===== config.mk =====
export PLATFORM = sky130hd
export DESIGN_NAME = rolling_hash_string_matcher
export DESIGN_NICKNAME = d
export VERILOG_FILES = /design/src/rhsm_pkg.sv /design/src/rhsm_ctrl.sv /design/src/rhsm_dp.sv /design/src/rolling_hash_string_matcher.sv
export SDC_FILE = /design/constraint.sdc
export NUM_CORES = 1
export LEC_CHECK = 0
export BUFFER_PORTS_ARGS = -buffer_cell sky130_fd_sc_hd__buf_4
export CAP_MARGIN = 20
export CORE_AREA = 2 2 312 190
export CTS_CLUSTER_DIAMETER = 120
export CTS_CLUSTER_SIZE = 8
export DETAILED_ROUTE_END_ITERATION = 10
export DIE_AREA = 0 0 314 192
export PLACE_DENSITY_LB_ADDON = 0.3
export SETUP_SLACK_MARGIN = 0.3
export SYNTH_ARGS = -nofsm -noshare
export SYNTH_HDL_FRONTEND = slang
export SYNTH_SLANG_ARGS = --single-unit
export TNS_END_PERCENT = 20

===== constraint.sdc =====
create_clock -name clk -period 9.8 [get_ports clk]
set_clock_uncertainty 0.05 [all_clocks]
set_input_delay 0.49 -clock clk [delete_from_list [all_inputs] [get_ports clk]]
set_output_delay 0.49 -clock clk [all_outputs]
set_load 0.02 [all_outputs]

===== src/rhsm_pkg.sv =====
// Shared types and constants for the rolling-hash string matcher.
// Used by rhsm_ctrl, rhsm_dp and rolling_hash_string_matcher; depends on nothing.
`default_nettype none
package rhsm_pkg;

	localparam int MAX_PATTERN = 16;
	localparam int IDX_W       = $clog2(MAX_PATTERN);
	localparam int LEN_W       = $clog2(MAX_PATTERN + 1);
	localparam int MOD_W       = 23;
	localparam int POS_W       = 32;
	localparam int BYTE_W      = 8;
	localparam int BIT_W       = 3;
	localparam int CFG_IDX_W   = 1;

	localparam logic [MOD_W-1:0] MOD_RESET = 23'd101;
	localparam logic [LEN_W-1:0] LEN_RESET = LEN_W'(1);

	// request commands
	localparam logic [1:0] CMD_LOAD  = 2'd0;
	localparam logic [1:0] CMD_TEXT  = 2'd1;
	localparam logic [1:0] CMD_START = 2'd2;

	// configuration register indexes
	localparam logic [CFG_IDX_W-1:0] REG_MODULUS = 1'b0;
	localparam logic [CFG_IDX_W-1:0] REG_PLEN    = 1'b1;

	typedef enum logic [3:0] {
		OP_NONE,
		OP_LATCH,
		OP_DBL,
		OP_ADD,
		OP_NEGSUB,
		OP_SAVE_HP,
		OP_SAVE_PH,
		OP_TEXT_FIN,
		OP_DELIVER
	} op_t;

	typedef enum logic [1:0] {
		SRC_ZERO,
		SRC_PAT,
		SRC_VAL,
		SRC_W0
	} src_t;

	typedef struct packed {
		op_t              op;
		src_t             src;
		logic [IDX_W-1:0] byte_sel;
		logic [BIT_W-1:0] bit_sel;
	} ctrl_cmd_t;

	typedef struct packed {
		logic [1:0]       cmd;
		logic             full;
		logic [LEN_W-1:0] len;
		logic             out_free;
	} ctrl_status_t;

endpackage
`default_nettype wire


===== src/rhsm_ctrl.sv =====
// Sequencing state machine for the rolling-hash string matcher.
// Drives datapath operations in rhsm_dp; uses types from rhsm_pkg.
`default_nettype none
module rhsm_ctrl (
	input  wire                     clk,
	input  wire                     arst_n,
	input  wire                     in_valid,
	output logic                    in_stall,
	input  rhsm_pkg::ctrl_status_t  stat,
	output rhsm_pkg::ctrl_cmd_t     ctl
);

	typedef enum logic [10:0] {
		ST_IDLE   = 11'b00000000001,
		ST_DECODE = 11'b00000000010,
		ST_POW    = 11'b00000000100,
		ST_HP     = 11'b00000001000,
		ST_PHASH  = 11'b00000010000,
		ST_PH     = 11'b00000100000,
		ST_REM    = 11'b00001000000,
		ST_SUBT   = 11'b00010000000,
		ST_ROLL   = 11'b00100000000,
		ST_FIN    = 11'b01000000000,
		ST_DLV    = 11'b10000000000
	} state_t;

	localparam logic [rhsm_pkg::BIT_W-1:0] BIT_TOP = {rhsm_pkg::BIT_W{1'b1}};

	state_t                         state_q, state_d;
	logic [rhsm_pkg::IDX_W-1:0]     byte_q, byte_d;
	logic [rhsm_pkg::BIT_W-1:0]     bit_q, bit_d;
	logic [rhsm_pkg::BIT_W:0]       cnt_q, cnt_d;

	always_ff @(posedge clk or negedge arst_n) begin
		if (!arst_n) begin
			state_q <= ST_IDLE;
			byte_q  <= '0;
			bit_q   <= '0;
			cnt_q   <= '0;
		end else begin
			state_q <= state_d;
			byte_q  <= byte_d;
			bit_q   <= bit_d;
			cnt_q   <= cnt_d;
		end
	end

	always_comb begin
		state_d      = state_q;
		byte_d       = byte_q;
		bit_d        = bit_q;
		cnt_d        = cnt_q;
		in_stall     = (state_q != ST_IDLE);
		ctl.op       = rhsm_pkg::OP_NONE;
		ctl.src      = rhsm_pkg::SRC_ZERO;
		ctl.byte_sel = byte_q;
		ctl.bit_sel  = bit_q;
		unique case (state_q)
			ST_IDLE: begin
				if (in_valid) begin
					ctl.op  = rhsm_pkg::OP_LATCH;
					state_d = ST_DECODE;
				end
			end
			ST_DECODE: begin
				byte_d = '0;
				bit_d  = BIT_TOP;
				cnt_d  = {(rhsm_pkg::BIT_W + 1){1'b1}};
				if (stat.cmd == rhsm_pkg::CMD_START) begin
					// a one-byte pattern needs no power steps
					state_d = (stat.len == rhsm_pkg::LEN_W'(1)) ? ST_HP : ST_POW;
				end else if (stat.cmd == rhsm_pkg::CMD_TEXT) begin
					state_d = stat.full ? ST_REM : ST_ROLL;
				end else begin
					state_d = ST_DLV;
				end
			end
			ST_POW: begin
				ctl.op = rhsm_pkg::OP_DBL;
				bit_d  = bit_q - 1'b1;
				if (bit_q == '0) begin
					if (rhsm_pkg::LEN_W'(byte_q) + rhsm_pkg::LEN_W'(2) == stat.len)
						state_d = ST_HP;
					else
						byte_d = byte_q + 1'b1;
				end
			end
			ST_HP: begin
				ctl.op  = rhsm_pkg::OP_SAVE_HP;
				byte_d  = '0;
				bit_d   = BIT_TOP;
				state_d = ST_PHASH;
			end
			ST_PHASH: begin
				ctl.op  = rhsm_pkg::OP_DBL;
				ctl.src = rhsm_pkg::SRC_PAT;
				bit_d   = bit_q - 1'b1;
				if (bit_q == '0) begin
					if (rhsm_pkg::LEN_W'(byte_q) + rhsm_pkg::LEN_W'(1) == stat.len)
						state_d = ST_PH;
					else
						byte_d = byte_q + 1'b1;
				end
			end
			ST_PH: begin
				ctl.op  = rhsm_pkg::OP_SAVE_PH;
				state_d = ST_DLV;
			end
			ST_REM: begin
				// alternate doubling and conditional add of the high power, MSB first
				ctl.bit_sel = cnt_q[rhsm_pkg::BIT_W:1];
				if (cnt_q[0]) begin
					ctl.op = rhsm_pkg::OP_DBL;
				end else begin
					ctl.op  = rhsm_pkg::OP_ADD;
					ctl.src = rhsm_pkg::SRC_W0;
				end
				cnt_d = cnt_q - 1'b1;
				if (cnt_q == '0)
					state_d = ST_SUBT;
			end
			ST_SUBT: begin
				ctl.op  = rhsm_pkg::OP_NEGSUB;
				bit_d   = BIT_TOP;
				state_d = ST_ROLL;
			end
			ST_ROLL: begin
				ctl.op  = rhsm_pkg::OP_DBL;
				ctl.src = rhsm_pkg::SRC_VAL;
				bit_d   = bit_q - 1'b1;
				if (bit_q == '0)
					state_d = ST_FIN;
			end
			ST_FIN: begin
				ctl.op  = rhsm_pkg::OP_TEXT_FIN;
				state_d = ST_DLV;
			end
			ST_DLV: begin
				if (stat.out_free) begin
					ctl.op  = rhsm_pkg::OP_DELIVER;
					state_d = ST_IDLE;
				end
			end
			default: state_d = ST_IDLE;
		endcase
	end

	a_accept_decodes: assert property (@(posedge clk) disable iff (!arst_n)
		(in_valid && !in_stall) |=> (state_q == ST_DECODE))
		else $error("accepted request not decoded");

	a_deliver_free: assert property (@(posedge clk) disable iff (!arst_n)
		(ctl.op == rhsm_pkg::OP_DELIVER) |-> stat.out_free)
		else $error("result delivered into a full output register");

	a_dlv_holds: assert property (@(posedge clk) disable iff (!arst_n)
		(state_q == ST_DLV && !stat.out_free) |=> (state_q == ST_DLV))
		else $error("result dropped while output stalled");

endmodule
`default_nettype wire


===== src/rhsm_dp.sv =====
// Datapath of the rolling-hash string matcher: config registers, pattern and window
// stores, bit-serial modular unit and result register. Uses rhsm_pkg.
`default_nettype none
module rhsm_dp (
	input  wire                                  clk,
	input  wire                                  arst_n,
	input  wire                                  write_enable,
	input  wire  [rhsm_pkg::CFG_IDX_W-1:0]       write_index,
	input  wire  [rhsm_pkg::MOD_W-1:0]           write_data,
	input  wire  [1:0]                           command,
	input  wire  [3:0]                           byte_index,
	input  wire  [rhsm_pkg::BYTE_W-1:0]          byte_value,
	input  rhsm_pkg::ctrl_cmd_t                  ctl,
	output rhsm_pkg::ctrl_status_t               stat,
	output logic                                 out_valid,
	input  wire                                  out_stall,
	output logic                                 match_found,
	output logic                                 spurious_hit,
	output logic [rhsm_pkg::POS_W-1:0]           match_shift,
	output logic [rhsm_pkg::MOD_W-1:0]           window_hash
);

	localparam int N  = rhsm_pkg::MAX_PATTERN;
	localparam int MW = rhsm_pkg::MOD_W;
	localparam int LW = rhsm_pkg::LEN_W;

	logic [MW-1:0]                 modulus_q;
	logic [LW-1:0]                 plen_q;
	logic [rhsm_pkg::BYTE_W-1:0]   pat_q [N];
	logic [rhsm_pkg::BYTE_W-1:0]   win_q [N];
	logic [rhsm_pkg::BYTE_W-1:0]   win_up [N];
	logic [MW-1:0]                 ph_q, th_q, hp_q, acc_q, act_mod_q;
	logic [LW-1:0]                 fill_q, act_len_q;
	logic [rhsm_pkg::POS_W-1:0]    pos_q;
	logic [1:0]                    cmd_q;
	logic [rhsm_pkg::BYTE_W-1:0]   val_q;
	logic                          out_valid_q;
	logic                          match_q, spur_q;
	logic [rhsm_pkg::POS_W-1:0]    shift_q;
	logic [MW-1:0]                 whash_q;

	logic [MW-1:0]                 mod_eff;
	logic [LW-1:0]                 len_eff;
	logic                          full;
	logic [rhsm_pkg::BYTE_W-1:0]   sel_byte;
	logic                          sel_bit;
	logic [MW:0]                   mod_ext, dbl, sum;
	logic [MW-1:0]                 dbl_red, sum_red, neg_red, addend;
	logic [N-1:0]                  same_vec;
	logic                          same, text_full, hit;

	assign mod_eff  = (modulus_q == '0) ? MW'(1) : modulus_q;

	always_comb begin
		priority if (plen_q == '0)
			len_eff = LW'(1);
		else if (32'(plen_q) > N)
			len_eff = LW'(N);
		else
			len_eff = plen_q;
	end

	assign full = (fill_q >= act_len_q);

	always_comb begin
		unique case (ctl.src)
			rhsm_pkg::SRC_ZERO: sel_byte = '0;
			rhsm_pkg::SRC_PAT:  sel_byte = pat_q[ctl.byte_sel];
			rhsm_pkg::SRC_VAL:  sel_byte = val_q;
			rhsm_pkg::SRC_W0:   sel_byte = win_q[0];
			default:            sel_byte = '0;
		endcase
	end
	assign sel_bit = sel_byte[ctl.bit_sel];

	// one reduction step each: acc stays below the modulus
	assign mod_ext = {1'b0, act_mod_q};
	assign dbl     = {acc_q, sel_bit};
	assign dbl_red = (dbl >= mod_ext) ? MW'(dbl - mod_ext) : MW'(dbl);
	assign addend  = sel_bit ? hp_q : '0;
	assign sum     = {1'b0, acc_q} + {1'b0, addend};
	assign sum_red = (sum >= mod_ext) ? MW'(sum - mod_ext) : MW'(sum);
	assign neg_red = (th_q >= acc_q) ? (th_q - acc_q) : (th_q - acc_q + act_mod_q);

	genvar gi;
	generate
		for (gi = 0; gi < N; gi++) begin : g_win
			if (gi < N - 1) begin : g_up
				assign win_up[gi] = win_q[gi + 1];
			end else begin : g_top
				assign win_up[gi] = '0;
			end
			assign same_vec[gi] = (LW'(gi) >= act_len_q) || (win_q[gi] == pat_q[gi]);
		end
	endgenerate

	assign same      = &same_vec;
	assign text_full = (cmd_q == rhsm_pkg::CMD_TEXT) && full;
	assign hit       = text_full && (th_q == ph_q);

	always_ff @(posedge clk or negedge arst_n) begin
		if (!arst_n) begin
			modulus_q   <= rhsm_pkg::MOD_RESET;
			plen_q      <= rhsm_pkg::LEN_RESET;
			ph_q        <= '0;
			th_q        <= '0;
			hp_q        <= MW'(1);
			acc_q       <= '0;
			fill_q      <= '0;
			pos_q       <= '0;
			act_len_q   <= rhsm_pkg::LEN_RESET;
			act_mod_q   <= rhsm_pkg::MOD_RESET;
			out_valid_q <= 1'b0;
		end else begin
			if (write_enable) begin
				unique case (write_index)
					rhsm_pkg::REG_MODULUS: modulus_q <= write_data;
					rhsm_pkg::REG_PLEN:    plen_q    <= write_data[LW-1:0];
					default: ;
				endcase
			end
			if (out_valid_q && !out_stall && ctl.op != rhsm_pkg::OP_DELIVER)
				out_valid_q <= 1'b0;
			unique case (ctl.op)
				rhsm_pkg::OP_LATCH: begin
					if (command == rhsm_pkg::CMD_START) begin
						act_len_q <= len_eff;
						act_mod_q <= mod_eff;
						acc_q     <= (mod_eff == MW'(1)) ? '0 : MW'(1);
					end else if (command == rhsm_pkg::CMD_TEXT) begin
						acc_q <= full ? '0 : th_q;
					end
				end
				rhsm_pkg::OP_DBL:    acc_q <= dbl_red;
				rhsm_pkg::OP_ADD:    acc_q <= sum_red;
				rhsm_pkg::OP_NEGSUB: acc_q <= neg_red;
				rhsm_pkg::OP_SAVE_HP: begin
					hp_q  <= acc_q;
					acc_q <= '0;
				end
				rhsm_pkg::OP_SAVE_PH: begin
					ph_q   <= acc_q;
					th_q   <= '0;
					fill_q <= '0;
					pos_q  <= '0;
				end
				rhsm_pkg::OP_TEXT_FIN: begin
					th_q  <= acc_q;
					pos_q <= pos_q + 1'b1;
					if (!full)
						fill_q <= fill_q + 1'b1;
				end
				rhsm_pkg::OP_DELIVER: out_valid_q <= 1'b1;
				default: ;
			endcase
		end
	end

	// window entries are always written before they are read, so they need no clear
	always_ff @(posedge clk) begin
		if (ctl.op == rhsm_pkg::OP_LATCH) begin
			cmd_q <= command;
			val_q <= byte_value;
			if (command == rhsm_pkg::CMD_LOAD && 32'(byte_index) < N)
				pat_q[rhsm_pkg::IDX_W'(byte_index)] <= byte_value;
		end
		if (ctl.op == rhsm_pkg::OP_TEXT_FIN) begin
			for (int i = 0; i < N; i++) begin
				if (full) begin
					if (LW'(i) == act_len_q - 1'b1)
						win_q[i] <= val_q;
					else if (LW'(i) < act_len_q - 1'b1)
						win_q[i] <= win_up[i];
				end else if (LW'(i) == fill_q) begin
					win_q[i] <= val_q;
				end
			end
		end
		if (ctl.op == rhsm_pkg::OP_DELIVER) begin
			match_q <= hit && same;
			spur_q  <= hit && !same;
			shift_q <= text_full ? (pos_q - rhsm_pkg::POS_W'(act_len_q)) : '0;
			whash_q <= th_q;
		end
	end

	assign stat.cmd      = cmd_q;
	assign stat.full     = full;
	assign stat.len      = act_len_q;
	assign stat.out_free = !out_valid_q || !out_stall;

	assign out_valid    = out_valid_q;
	assign match_found  = match_q;
	assign spurious_hit = spur_q;
	assign match_shift  = shift_q;
	assign window_hash  = whash_q;

	a_acc_reduced: assert property (@(posedge clk) disable iff (!arst_n)
		acc_q < act_mod_q)
		else $error("accumulator left unreduced");

	// a start swaps the modulus before the hash and fill are cleared
	a_hash_reduced: assert property (@(posedge clk) disable iff (!arst_n)
		(ctl.op == rhsm_pkg::OP_DELIVER) |-> (th_q < act_mod_q))
		else $error("window hash not below modulus");

	a_fill_bound: assert property (@(posedge clk) disable iff (!arst_n)
		(ctl.op == rhsm_pkg::OP_DELIVER) |-> (fill_q <= act_len_q))
		else $error("window fill overran pattern length");

	a_out_from_deliver: assert property (@(posedge clk) disable iff (!arst_n)
		$rose(out_valid_q) |-> $past(ctl.op == rhsm_pkg::OP_DELIVER))
		else $error("result raised without a delivery");

endmodule
`default_nettype wire


===== src/rolling_hash_string_matcher.sv =====
// Streaming rolling-hash string matcher, radix 256, configurable modulus.
// Top level: joins rhsm_ctrl and rhsm_dp; uses rhsm_pkg.
//
// Input channel (in_valid / in_stall): one request per accepted edge.
//   command LOAD writes byte_value to pattern entry byte_index.
//   command START latches modulus and pattern_length, works out the high power
//   and the pattern hash, and restarts the text position.
//   command TEXT rolls byte_value into the window hash and, once the window is
//   full, reports a match or a spurious hash hit with the window's start shift.
// Output channel (out_valid / out_stall): exactly one result per request.
// Configuration: write_enable / write_index / write_data, to be written by the user only while
//   idle (the block does not enforce this); new values apply at the next START.
// Request steps (the modular unit works one bit per cycle): LOAD latches, decodes and
//   delivers; TEXT also rolls the byte in bit by bit and, once the window is full, first
//   removes the oldest byte's share of the hash; START also works out the high power
//   and the pattern hash bit by bit before it delivers.
// One request is in flight at a time; in_stall is high until its result sits in
// the output register. A stalled result holds and blocks the next delivery only.
// Reset clears to modulus 101, length 1, high power 1, hashes and position 0.
`default_nettype none
module rolling_hash_string_matcher (
	input  wire                                  clk,
	input  wire                                  arst_n,
	input  wire                                  write_enable,
	input  wire  [rhsm_pkg::CFG_IDX_W-1:0]       write_index,
	input  wire  [rhsm_pkg::MOD_W-1:0]           write_data,
	input  wire                                  in_valid,
	output logic                                 in_stall,
	input  wire  [1:0]                           command,
	input  wire  [3:0]                           byte_index,
	input  wire  [7:0]                           byte_value,
	output logic                                 out_valid,
	input  wire                                  out_stall,
	output logic                                 match_found,
	output logic                                 spurious_hit,
	output logic [31:0]                          match_shift,
	output logic [22:0]                          window_hash
);

	rhsm_pkg::ctrl_cmd_t    ctl;
	rhsm_pkg::ctrl_status_t stat;

	rhsm_ctrl u_ctrl (
		.clk      (clk),
		.arst_n   (arst_n),
		.in_valid (in_valid),
		.in_stall (in_stall),
		.stat     (stat),
		.ctl      (ctl)
	);

	rhsm_dp u_dp (
		.clk          (clk),
		.arst_n       (arst_n),
		.write_enable (write_enable),
		.write_index  (write_index),
		.write_data   (write_data),
		.command      (command),
		.byte_index   (byte_index),
		.byte_value   (byte_value),
		.ctl          (ctl),
		.stat         (stat),
		.out_valid    (out_valid),
		.out_stall    (out_stall),
		.match_found  (match_found),
		.spurious_hit (spurious_hit),
		.match_shift  (match_shift),
		.window_hash  (window_hash)
	);

endmodule
`default_nettype wire

==> flow_summary.ini <==
[global_route]
grt_pass1_wl_um = 156000
grt_pass1_vias = 23334
grt_use_total = 0.358
antenna_found_initial = 7
grt_overflow = 0
grt_max_degree = 80

[synth]
ys_seq_area_frac = 0.476
syn_nets = 3046
ys.flop_type = edfxtp_1
avgSynthCellArea_um2 = 11.0
yosys-top-cells-area = edfxtp_1 (31%), dfrtp_1 (16%), mux2_2 (6.4%)
yosysTopAreaCell = edfxtp_1
ys_types = 90
synth_warnings = 0
synthesis.area_mm2 = 0.0313
ys_ff_latch = 531
synthCells = 2854
synth-edff-count = 323
yosysTopAreaCellShare = 0.310
async_flop_share = 0.392

[cells_and_area]
areaGrowthSynthToFinish_pct = 13.0
final_cell_mix = edfxtp_1 (323), nand2_1 (239), dfrtp_1 (195)
design_area_mm2 = 0.0354
final_common_cell = edfxtp_1
nets = 3171
drive_gt1_frac = 0.168
fill_cells = 4488

[timing]
relSlewSlack = 0.200
setup_viol = 0
timing_hold_violations_final = 0
rsz0062_at_grt = no
period_needed_ns = 8.81
tightest_slew_ns = 1.19
setup_ws_ns = 0.987
drv_slew = 0
fmax_mhz = 113
finalSetupTns_ns = 0
finalCritPeriodShare = 0.899

[setup_path]
crit_type = register to register
crit_required_ns = 10.24
critical_path.endpoint_type = register
cp_max_fo = 25
cp_slowest_cell = a211oi_4
cp.arrival_ns = 9.26
max_stage_delay_ns = 0.78
startpoint_type = register

[placement]
dp_slack_ns = 1.23
port_buffers = 101
place_hpwl_um = 81900
postPlaceCellArea_mm2 = 0.0330
gp_congestion = 1.09

[power_and_ir_drop]
swShare = 0.459
p_seq_frac = 0.258
peakVddDrop_mv = 0.228
power_switching_w = 0.00547
p_comb_frac = 0.532
p_total_w = 0.0119
power.leakage_nw = 14.0
pwr-share-clk = 0.210
p_int_w = 0.00645
power.density_mw_per_mm2 = 336

[cts]
cts_root_buffer = clkbuf_16
cts_resized = 0
cts_buffer_depth = 3
numClockSinks = 531
cts_setup_buffers = 0
htree_levels = 3
cts-hold-fix-buffers = 3
clk_latency_ns = 0.65
cts_tree = done
cts.clk_slew.worst_paths_ns = 0.06
cts_buffers = 76

[floorplanning]
start_util = 0.547
die_area_mm2 = 0.0603
die_w_um = 314
num_rows = 68
coreArea_mm2 = 0.0573
die_y_um = 192
io_pins = 102

[detailed_routing]
wl_per_cell_um = 28.2
dr.pass1.iters = 6
via_per_inst = 6.56
ant_nets = 0
routed_wl_um = 108000
drcViolationCount = 0
vias = 25008
drt-initial-drc-count = 3407

[hold_path]
hold_class = input port to register

[outcome]
status = finished, final reports clean

[job]
max-cap-violations = 0
==> state kept, by name (all words and copies together), names as in the netlist, 32 cells and up <==
signal / flops
u_dp.pat_q: 128
u_dp.win_q: 128
u_dp.match_shift: 32
u_dp.pos_q: 32
==> metrics by stage <==
step                      cells   util  hold slack [ns]
after floorplan            2854      -            0.144
after global placement     3657  0.576            0.410
after detailed placement   3659  0.576            0.414
after CTS                  3794  0.616           0.0163
after global routing       3803  0.618           0.0209
final                      3810  0.619           0.0373
==> final timing paths <==
path / slack, ns / end / startpoint / cells after the start
setup / recovery: 0.99 / u_dp.acc_q[1] / u_ctrl.state_q[2] / 27
hold / removal: 0.04 / u_dp.modulus_q[15] / write_data[15] / 2
setup reg to reg: 0.99 / u_dp.acc_q[1] / u_ctrl.state_q[2] / 27
hold reg to reg: 0.42 / u_dp.hp_q[18] / u_dp.hp_q[18] / 2
max in group asynchronous: 7.43 / u_dp.hp_q[19] / arst_n / 5
min in group asynchronous: 0.35 / u_dp.modulus_q[15] / arst_n / 2
==> Yosys cell counts (8+ instances only) <==
| library cell | count |
|---|---|
| and2_1 | 34 |
| o21ai_0 | 188 |
| a22oi_1 | 12 |
| nor3_1 | 50 |
| a211oi_1 | 12 |
| nand3b_1 | 16 |
| o31ai_1 | 13 |
| mux4_2 | 40 |
| nand2_1 | 239 |
| mux2_2 | 179 |
| or3_1 | 16 |
| nand2b_1 | 29 |
| nor2_1 | 193 |
| inv_1 | 94 |
| a21oi_1 | 145 |
| nor3b_1 | 9 |
| a221oi_1 | 13 |
| buf_1 | 9 |
| nand4_1 | 45 |
| or4_1 | 10 |
| dfrtp_1 | 196 |
| a31oi_1 | 25 |
| o21bai_1 | 15 |
| dfstp_2 | 12 |
| o22ai_1 | 12 |
| nor2b_1 | 26 |
| edfxtp_1 | 323 |
| buf_2 | 8 |
| o211ai_1 | 20 |
| xnor2_1 | 161 |
| mux2i_1 | 33 |
| nor4_1 | 31 |
| and3_1 | 19 |
| xor2_1 | 137 |
| ha_1 | 143 |
| o21a_1 | 14 |
| a21o_1 | 41 |
| nand3_1 | 69 |
| clkbuf_1 | 86 |
==> power by group through the flow <==
stage / logic, W / registers [W] / clock network (W)
after detailed placement: 0.00598 / 0.00308 / 0
final: 0.00634 / 0.00307 / 0.00250
after CTS: 0.00604 / 0.00304 / 0.00251
after floorplan: 0.00419 / 0.00291 / 0
after global placement: 0.00584 / 0.00307 / 0
after global routing: 0.00678 / 0.00308 / 0.00262
==> critical path: cells and delay by family, from the launching register on <==
| family | cells | cell delay, ns |
|---|---|---|
| DFF | 1 | 0.46 |
| AOI/OAI and AO/OA | 16 | 4.35 |
| and+or+nand+nor | 6 | 2.17 |
| xor gates and xnor gates | 1 | 0.14 |
| adders and majority gates | 2 | 0.66 |
| muxes | 2 | 0.82 |
==> kinds of logic (layout without fill, tap and decap cells) <==
kind of cell             after synthesis  count (layout)  share of synthesized area
flip-flops                           531             531                      0.476
other                                  0               7                          0
XOR/XNOR                             298             298                     0.0833
AO/OA/AOI/OAI                        596             596                      0.120
AND/OR/NAND/NOR                      823             823                      0.130
adder cells (fa/ha/maj)              149             149                     0.0609
buffers and inverters                204             383                     0.0263
multiplexers                         253             253                      0.104
==> routing by layer <==
| metal | up-vias | track usage | share of wire |
|---|---|---|---|
| li1 | 10826 | - | - |
| met1 | 12272 | 0.555 | 0.45 |
| met2 | 1737 | 0.412 | 0.34 |
| met3 | 167 | 0.211 | 0.19 |
| met4 | 6 | 0.0620 | 0.016 |
| met5 | - | 0 | 0.00043 |
==> final cells by class <==
type | count | area [um^2] | area share
diodes | 7 | 17.5 | 0.000495
clock buffers | 124 | 2080 | 0.0588
clock inverters | 8 | 155 | 0.00438
inverters | 95 | 357 | 0.0101
multi-input cells | 2119 | 15600 | 0.442
flip-flops and latches | 531 | 14900 | 0.421
well taps | 770 | 963 | 0.0272
repair buffers | 156 | 1270 | 0.0360
Power figures use the tool's default switching activity.
